**config.mk**
```make
export PLATFORM = sky130hd
export DESIGN_NAME = sorted_rect_table_unit
export DESIGN_NICKNAME = d
export VERILOG_FILES = /design/src/hdl/srt_pkg.sv /design/src/hdl/sorted_rect_table_unit.sv /design/src/hdl/srt_ram.sv /design/src/hdl/srt_cmp.sv
export SDC_FILE = /design/constraint.sdc
export NUM_CORES = 2
export LEC_CHECK = 0
export BUFFER_PORTS_ARGS = -buffer_cell sky130_fd_sc_hd__buf_2
export CAP_MARGIN = 20
export CELL_PAD_IN_SITES_DETAIL_PLACEMENT = 1
export CELL_PAD_IN_SITES_GLOBAL_PLACEMENT = 1
export CORE_MARGIN = 5
export CORE_UTILIZATION = 30
export DETAILED_ROUTE_END_ITERATION = 8
export PLACE_DENSITY_LB_ADDON = 0.12
export SLEW_MARGIN = 10
export SYNTH_ARGS = -nofsm -noshare
export SYNTH_HDL_FRONTEND = slang
export SYNTH_SLANG_ARGS = --single-unit
```
**constraint.sdc**
```tcl
create_clock -name clk -period 14.5 [get_ports clk]
set_input_delay 2.9 -clock clk [delete_from_list [all_inputs] [get_ports clk]]
set_output_delay 2.9 -clock clk [all_outputs]
set_load 0.1 [all_outputs]
```
**src/hdl/srt_pkg.sv**
```systemverilog
// Types and constants of the sorted rectangle table.
// Used by sorted_rect_table_unit, srt_checker and the testbench; depends on nothing.
`default_nettype none

package srt_pkg;

  localparam int unsigned S_DATA_W = 128;
  localparam int unsigned S_USER_W = 3;
  localparam int unsigned M_DATA_W = 136;
  localparam int unsigned M_USER_W = 2;
  localparam int unsigned CNT_W    = 5;

  typedef enum logic [2:0] {
    ACT_INSERT    = 3'd0,
    ACT_REMOVE    = 3'd1,
    ACT_GET_FIRST = 3'd2,
    ACT_GET_NEXT  = 3'd3,
    ACT_CLEAR     = 3'd4
  } action_t;

  typedef enum logic [2:0] {
    ST_IDLE,
    ST_INS,
    ST_RM,
    ST_GET,
    ST_DONE
  } state_t;

  // Packed so that the left edge sits in the lowest bits.
  typedef struct packed {
    logic signed [31:0] bottom;
    logic signed [31:0] right;
    logic signed [31:0] top;
    logic signed [31:0] left;
  } entry_t;

  typedef struct packed {
    logic              insert_dropped;
    logic              entry_valid;
    logic [CNT_W-1:0]  removed_count;
    entry_t            ent;
  } result_t;

endpackage

`default_nettype wire

```
**src/hdl/sorted_rect_table_unit.sv**
```systemverilog
// Sorted rectangle table: holds up to DEPTH rectangles in ascending order of
// the right edge, in a ring buffer in one RAM, walked by a sequencer with a
// single signed comparator. One word is taken at a time. An insert walks back
// from the tail and moves each entry with a right edge not below the new one
// back one slot; a remove-before examines entries from the head; get-first and
// get-next read one entry on a hit; clear empties the table. The walks do one
// RAM read and one compare per cycle. The result word is held in an output
// register. The next word can be taken while that result waits, and the new
// result is held back until the output register is free. No clearing pass is
// needed after reset.
// Depends on srt_pkg, srt_ram and srt_cmp.
`default_nettype none

module sorted_rect_table_unit #(
  parameter int DEPTH = 16
) (
  input  wire logic                           clk,
  input  wire logic                           rst,
  input  wire logic                           s_tvalid,
  output logic                                s_tready,
  // in_left, in_top, in_right, in_bottom
  input  wire logic [srt_pkg::S_DATA_W-1:0]   s_tdata,
  // action
  input  wire logic [srt_pkg::S_USER_W-1:0]   s_tuser,
  output logic                                m_tvalid,
  input  wire logic                           m_tready,
  // out_left, out_top, out_right, out_bottom, removed_count, zero fill
  output logic      [srt_pkg::M_DATA_W-1:0]   m_tdata,
  // entry_valid, insert_dropped
  output logic      [srt_pkg::M_USER_W-1:0]   m_tuser
);

  localparam int AW = $clog2(DEPTH);
  localparam int CW = $clog2(DEPTH + 1);
  localparam int EW = $bits(srt_pkg::entry_t);

  srt_pkg::state_t  state, state_next;
  logic [AW-1:0]    head, head_next;
  logic [CW-1:0]    count, count_next;
  logic [CW-1:0]    cursor, cursor_next;
  logic             cur_on, cur_on_next;
  logic [CW-1:0]    idx, idx_next;
  srt_pkg::entry_t  in_ent;
  srt_pkg::result_t res, res_next;

  logic             ram_we;
  logic [AW-1:0]    ram_waddr;
  logic [EW-1:0]    ram_wdata;
  logic [AW-1:0]    ram_raddr;
  logic [EW-1:0]    ram_rdata;
  srt_pkg::entry_t  rd_ent;
  logic signed [31:0] cmp_b;
  logic             lt;
  logic [CW-1:0]    cur_inc;
  logic [CW-1:0]    idx_inc;
  logic             out_free;

  // Logical position to RAM address; one wrap, exact for offsets up to DEPTH.
  function automatic logic [AW-1:0] phys(input logic [AW-1:0] base,
                                         input logic [CW-1:0] ofs);
    logic [CW:0] sum;
    sum = (CW+1)'(base) + (CW+1)'(ofs);
    if (sum >= (CW+1)'(DEPTH)) begin
      sum = sum - (CW+1)'(DEPTH);
    end
    return sum[AW-1:0];
  endfunction

  srt_ram #(
    .WIDTH (EW),
    .DEPTH (DEPTH)
  ) u_ram (
    .clk   (clk),
    .we    (ram_we),
    .waddr (ram_waddr),
    .wdata (ram_wdata),
    .raddr (ram_raddr),
    .rdata (ram_rdata)
  );

  assign rd_ent = srt_pkg::entry_t'(ram_rdata);
  assign cmp_b  = (state == srt_pkg::ST_RM) ? in_ent.left : in_ent.right;

  srt_cmp u_cmp (
    .a  (rd_ent.right),
    .b  (cmp_b),
    .lt (lt)
  );

  assign s_tready = (state == srt_pkg::ST_IDLE);
  assign out_free = !m_tvalid || m_tready;
  assign cur_inc  = cursor + CW'(1);
  assign idx_inc  = idx + CW'(1);

  always_ff @(posedge clk) begin
    if (rst) begin
      state  <= srt_pkg::ST_IDLE;
      head   <= '0;
      count  <= '0;
      cursor <= '0;
      cur_on <= 1'b0;
      idx    <= '0;
    end else begin
      state  <= state_next;
      head   <= head_next;
      count  <= count_next;
      cursor <= cursor_next;
      cur_on <= cur_on_next;
      idx    <= idx_next;
    end
  end

  always_ff @(posedge clk) begin
    if (s_tvalid && s_tready) begin
      in_ent <= srt_pkg::entry_t'(s_tdata);
    end
    res <= res_next;
  end

  always_ff @(posedge clk) begin
    if (rst) begin
      m_tvalid <= 1'b0;
    end else if (state == srt_pkg::ST_DONE && out_free) begin
      m_tvalid <= 1'b1;
    end else if (m_tready) begin
      m_tvalid <= 1'b0;
    end
  end

  always_ff @(posedge clk) begin
    if (state == srt_pkg::ST_DONE && out_free) begin
      m_tdata <= {(srt_pkg::M_DATA_W - EW - srt_pkg::CNT_W)'(0),
                  res.removed_count, res.ent};
      m_tuser <= {res.insert_dropped, res.entry_valid};
    end
  end

  always_comb begin
    state_next  = state;
    head_next   = head;
    count_next  = count;
    cursor_next = cursor;
    cur_on_next = cur_on;
    idx_next    = idx;
    res_next    = res;
    ram_we      = 1'b0;
    ram_waddr   = '0;
    ram_wdata   = ram_rdata;
    ram_raddr   = '0;

    case (state)
      srt_pkg::ST_IDLE: begin
        if (s_tvalid) begin
          res_next   = '0;
          state_next = srt_pkg::ST_DONE;
          case (s_tuser)
            srt_pkg::ACT_INSERT: begin
              cur_on_next = 1'b0;
              if (count >= CW'(DEPTH)) begin
                res_next.insert_dropped = 1'b1;
              end else begin
                // Walk back from the tail; the read is ignored on an empty table.
                idx_next   = count;
                ram_raddr  = phys(head, count - CW'(1));
                state_next = srt_pkg::ST_INS;
              end
            end
            srt_pkg::ACT_REMOVE: begin
              cur_on_next = 1'b0;
              idx_next    = '0;
              if (count != '0) begin
                ram_raddr  = phys(head, '0);
                state_next = srt_pkg::ST_RM;
              end
            end
            srt_pkg::ACT_GET_FIRST: begin
              if (count != '0) begin
                cursor_next = '0;
                cur_on_next = 1'b1;
                ram_raddr   = phys(head, '0);
                state_next  = srt_pkg::ST_GET;
              end else begin
                cur_on_next = 1'b0;
              end
            end
            srt_pkg::ACT_GET_NEXT: begin
              if (cur_on) begin
                if (cur_inc < count) begin
                  cursor_next = cur_inc;
                  ram_raddr   = phys(head, cur_inc);
                  state_next  = srt_pkg::ST_GET;
                end else begin
                  cur_on_next = 1'b0;
                end
              end
            end
            srt_pkg::ACT_CLEAR: begin
              count_next  = '0;
              cur_on_next = 1'b0;
            end
            default: begin
            end
          endcase
        end
      end

      srt_pkg::ST_INS: begin
        // rd_ent holds the entry just ahead of slot idx.
        if (idx != '0 && !lt) begin
          ram_we    = 1'b1;
          ram_waddr = phys(head, idx);
          ram_wdata = ram_rdata;
          idx_next  = idx - CW'(1);
          ram_raddr = phys(head, idx - CW'(2));
        end else begin
          ram_we     = 1'b1;
          ram_waddr  = phys(head, idx);
          ram_wdata  = in_ent;
          count_next = count + CW'(1);
          state_next = srt_pkg::ST_DONE;
        end
      end

      srt_pkg::ST_RM: begin
        if (lt && idx_inc < count) begin
          idx_next  = idx_inc;
          ram_raddr = phys(head, idx_inc);
        end else if (lt) begin
          head_next              = phys(head, idx_inc);
          count_next             = count - idx_inc;
          res_next.removed_count = srt_pkg::CNT_W'(idx_inc);
          state_next             = srt_pkg::ST_DONE;
        end else begin
          head_next              = phys(head, idx);
          count_next             = count - idx;
          res_next.removed_count = srt_pkg::CNT_W'(idx);
          state_next             = srt_pkg::ST_DONE;
        end
      end

      srt_pkg::ST_GET: begin
        res_next.ent         = rd_ent;
        res_next.entry_valid = 1'b1;
        state_next           = srt_pkg::ST_DONE;
      end

      srt_pkg::ST_DONE: begin
        if (out_free) begin
          state_next = srt_pkg::ST_IDLE;
        end
      end

      default: begin
        state_next = srt_pkg::ST_IDLE;
      end
    endcase
  end

endmodule

`default_nettype wire

```
**src/hdl/srt_ram.sv**
```systemverilog
// Generic simple dual-port RAM: one write port, one read port, registered read.
// Depends on nothing.
`default_nettype none

module srt_ram #(
  parameter int WIDTH = 128,
  parameter int DEPTH = 16,
  localparam int AW = (DEPTH > 1) ? $clog2(DEPTH) : 1
) (
  input  wire logic                 clk,
  input  wire logic                 we,
  input  wire logic [AW-1:0]        waddr,
  input  wire logic [WIDTH-1:0]     wdata,
  input  wire logic [AW-1:0]        raddr,
  output logic      [WIDTH-1:0]     rdata
);

  logic [WIDTH-1:0] mem [DEPTH];

  always_ff @(posedge clk) begin
    if (we) begin
      mem[waddr] <= wdata;
    end
    rdata <= mem[raddr];
  end

endmodule

`default_nettype wire

```
**src/hdl/srt_cmp.sv**
```systemverilog
// Shared signed 32-bit less-than comparator used by insert and remove walks.
// Depends on nothing.
`default_nettype none

module srt_cmp (
  input  wire logic signed [31:0] a,
  input  wire logic signed [31:0] b,
  output logic                    lt
);

  assign lt = (a < b);

endmodule

`default_nettype wire

```
==> results.md <==
- Status: finished, final reports clean
- Crit path buf inv count: 3
- Routed len/inst: 28.1 µm
- WL final: 323 mm
- Dpl ws: between 6 and 7 ns
- Max-Cap Viols: 0
- Final hold violations: 0
- Filler cell count: 34,100
- Worst-Margin Slew: around 1.1 ns
- Number of global-route vias before repair: about 60,000
- CTS sink cnt: approximately 2,600
- DRC errors left: 0
- Multi-input logic area: approximately 23,000 µm²
- H-Tree Level Count: 5
- PD cells: 144 nW/µm²
- Period Utilization, post-route: 58.4%
- Syn Area/Cell: 15.4 µm²
- Crit path max-delay cell type: buf_4
- EDFF count, synth: roughly 2,400
- Slew Viols, Final: 0
- R2r startpoint: state[1]
- Critical Path Source Type: register
- WP depth: 17
- Chip width: ~590 µm
- Clock latency at the later pin of the worst-skew pair: 0.91 ns
- Layout Nets: roughly 7,000
- Fmax: about 120 MHz
- FF+latch count, synth: ~2,600
- Num rows: roughly 210
- Register area: 76,500 µm²
- Worst R2R Path Depth: 17
- Peak VDD IR: between 0.08 and 0.09 mV
- Setup TNS: 0 ns
- CP top delay family: buffers and inverters
- RSZ-0062 raised after global routing: no
- Clock-pin slew on the worst setup and hold paths: around 0.07 ns
- Skew final: roughly 0.036 ns
- Synth Warn #: 0
- Largest stage delay on the critical path: 0.91 ns
- Gr usage total: between 10% and 20%
- Crit-path cells: nor3b_4, buf_4, mux2i_1, ha_1, a21oi_1, o21ai_0, a211oi_1, a221o_1, a21oi_1, or2_1, mux2i_1, and2_4, buf_12, buf_4, mux2_2, o32ai_1, a221o_1
- Die Y: 590 µm
- Crit path required time: between 15 and 20 ns
- I/O Buffers: between 200 and 300
- CP arrival: 9.23 ns
- Critical path type: reg -> reg
- CP Capture Type: register
- GRT overflow: 0
- Top Usage Layer GRT: met2
- CTS tree: built
- Share of post-route cells with drive strength above 1: ~16%
- Vias per cell: 4.95
- Setup ws final: 6.04 ns
- Area delta synth->final: 16.1%
- Primary FF master, synth: edfxtp_1
- Sequential share of the synthesized area: around 76%
- Slew HR: between 20% and 30%
- Synth cell types: 61
- DRT antenna net count: 0
- Asr flop ratio synth: 0%
- Hold Path Stages: 0
- Die area: approximately 350,000 µm²
- Min-delay worst type: reg -> reg
- Final core occ: between 30% and 40%
- Min-Delay Endpoint: m_tdata[100]
- Initial antenna violation count: 27
- Met2 Use GR: about 29%
- Final Critical Period: between 8 and 9 ns
- # resized after CTS: 0
- Synthesized instance count: approximately 6,500
- Reg-to-reg slack, setup: roughly 6.0 ns
- Clock tree buffer depth: 4
- Reg2reg end: u_ram.rdata[51]
- Core Box Area: approximately 340,000 µm²
- Global Route met1 Usage: approximately a quarter
- Area after DPL: 107,000 µm²
- Final Wtd Congestion: 0.725
- Met3 usage: about 2.9%
- Global-route wire length before repair: roughly 460 mm
- P_leak: about 41 nW
- DRT Pass-1 Iters: 5
- Beginning of the worst hold path: res[100]
- Initial core utilization: a little under a third
- CTS root buf: clkbuf_16
- DR vias: around 57,000
- TritonCTS buffer count: approximately 300
- Final HPWL DP: about 160 mm
- Largest net degree at the start of global routing: roughly 150
- Crit path max fanout: 125
- Setup Buffers After CTS: 0
- Overall power: approximately 17 mW
- Final setup viols: 0
- 1st-iter DRT viols: 4,004
- Cell Area, Synth: between 100,000 and 150,000 µm²
- Hold buffers post-CTS: 0
- Post-route cell area: between 100,000 and 150,000 µm²
- IO Pins: between 200 and 300
## cell families after synthesis
group	synth area share, %
and+or+nand+nor	10.0
buffers and inverters	1.97
DFF	75.8
muxes	6.76
AOI/OAI and AO/OA	4.14
other	0.00372
adders and majority gates	0.982
xor gates and xnor gates	0.321
## report_power, final
part | switching, mW | internal (mW)
clock network | 3.11 | 4.56
logic | 0.541 | 0.158
registers | 0.0965 | 8.38
total | 3.75 | 13.1
## area by class of cell
type	count	area share, %
antenna	7	0.0150
clock buffer	435	7.36
clock inverter	122	1.09
inverter	27	0.0929
multi-input combinational	3520	19.3
sequential	2598	65.3
tap	4407	4.71
timing repair buffer	381	2.13
## synthesized netlist by cell type (3+ instances only)
| cell type | count | share of area [%] |
|---|---|---|
| buf_2 | 181 | 0.90 |
| fa_1 | 7 | 0.14 |
| mux2_2 | 209 | 2.3 |
| nand3_1 | 199 | 0.99 |
| and2_1 | 132 | 0.82 |
| nand2b_1 | 8 | 0.050 |
| mux4_2 | 47 | 1.0 |
| nor2b_1 | 9 | 0.056 |
| buf_4 | 28 | 0.21 |
| nor4_1 | 3 | 0.019 |
| buf_6 | 12 | 0.13 |
| inv_1 | 27 | 0.10 |
| ha_1 | 68 | 0.84 |
| edfxtp_1 | 2446 | 73 |
| and3_1 | 326 | 2.0 |
| a221o_1 | 85 | 0.84 |
| a21oi_1 | 138 | 0.68 |
| o32ai_1 | 81 | 0.70 |
| nand4_1 | 4 | 0.025 |
| a31oi_1 | 164 | 1.0 |
| xor2_1 | 12 | 0.10 |
| nor2_1 | 64 | 0.24 |
| o22ai_1 | 51 | 0.32 |
| o21a_1 | 4 | 0.030 |
| xnor2_1 | 25 | 0.22 |
| nor3_2 | 34 | 0.34 |
| a22oi_1 | 7 | 0.052 |
| mux2i_1 | 340 | 3.4 |
| nor3_1 | 32 | 0.16 |
| buf_1 | 12 | 0.045 |
| a21o_1 | 13 | 0.097 |
| dfxtp_1 | 152 | 3.0 |
| a211oi_1 | 11 | 0.082 |
| clkbuf_1 | 154 | 0.57 |
| o21ai_0 | 27 | 0.13 |
| or2_2 | 4 | 0.025 |
| nand2_1 | 1386 | 5.2 |
## sequential cells by signal (all words and copies together), names as in the netlist
name and count:
idx 5, cur_on 1, u_ram.mem 2048, u_ram.rdata 128, state 3, m_tuser 2, count 5, m_tdata 133
m_tvalid 1, head 4, cursor 5, in_ent 128, res 135
## metal layers
layer / up-vias / routed length (µm) / part of all wire (%)
met3: 416 / 14600 / 4.5
met1: 30000 / 149000 / 46
met4: 0 / 7700 / 2.4
met5: - / 0 / 0
met2: 1206 / 152000 / 47
li1: 25200 / - / -
## how the worst max path moves through the flow
stage | endpoint | from
after floorplan | u_ram.mem[3][0] | head[1]
after global placement | u_ram.rdata[64] | state[2]
after detailed placement | u_ram.rdata[55] | state[2]
after CTS | u_ram.rdata[51] | state[1]
after global routing | u_ram.rdata[51] | state[1]
final | u_ram.rdata[51] | state[1]
## placed cells by master, fill, tap and decap left out, drive strengths merged, types with 4 or more instances in the layout
master  count
diode       7
xor2       12
ha         68
fa          7
nor2       64
nand4       4
and3      327
mux2      209
xnor2      25
mux4       47
a22oi       7
a21oi     138
clkbuf    435
a221o      85
mux2i     340
bufinv     23
nand3     199
nor3       66
o22ai      51
dfxtp     152
edfxtp   2446
a21o       13
a31oi     164
or2         5
o21a        4
o32ai      81
a211oi     11
and2      132
nand2    1386
clkinv     86
o21ai      27
inv        40
nor2b       9
nand2b      8
buf       381
## through the flow
stage	hold slack, ns	cells
3_3_place_gp	0.402	10900
2_1_floorplan	0.400	6533
6_report	0.401	11500
5_1_grt	0.397	11500
4_1_cts	0.389	11500
3_5_place_dp	0.405	10900
Note: power is estimated with default switching activity, not from simulation.
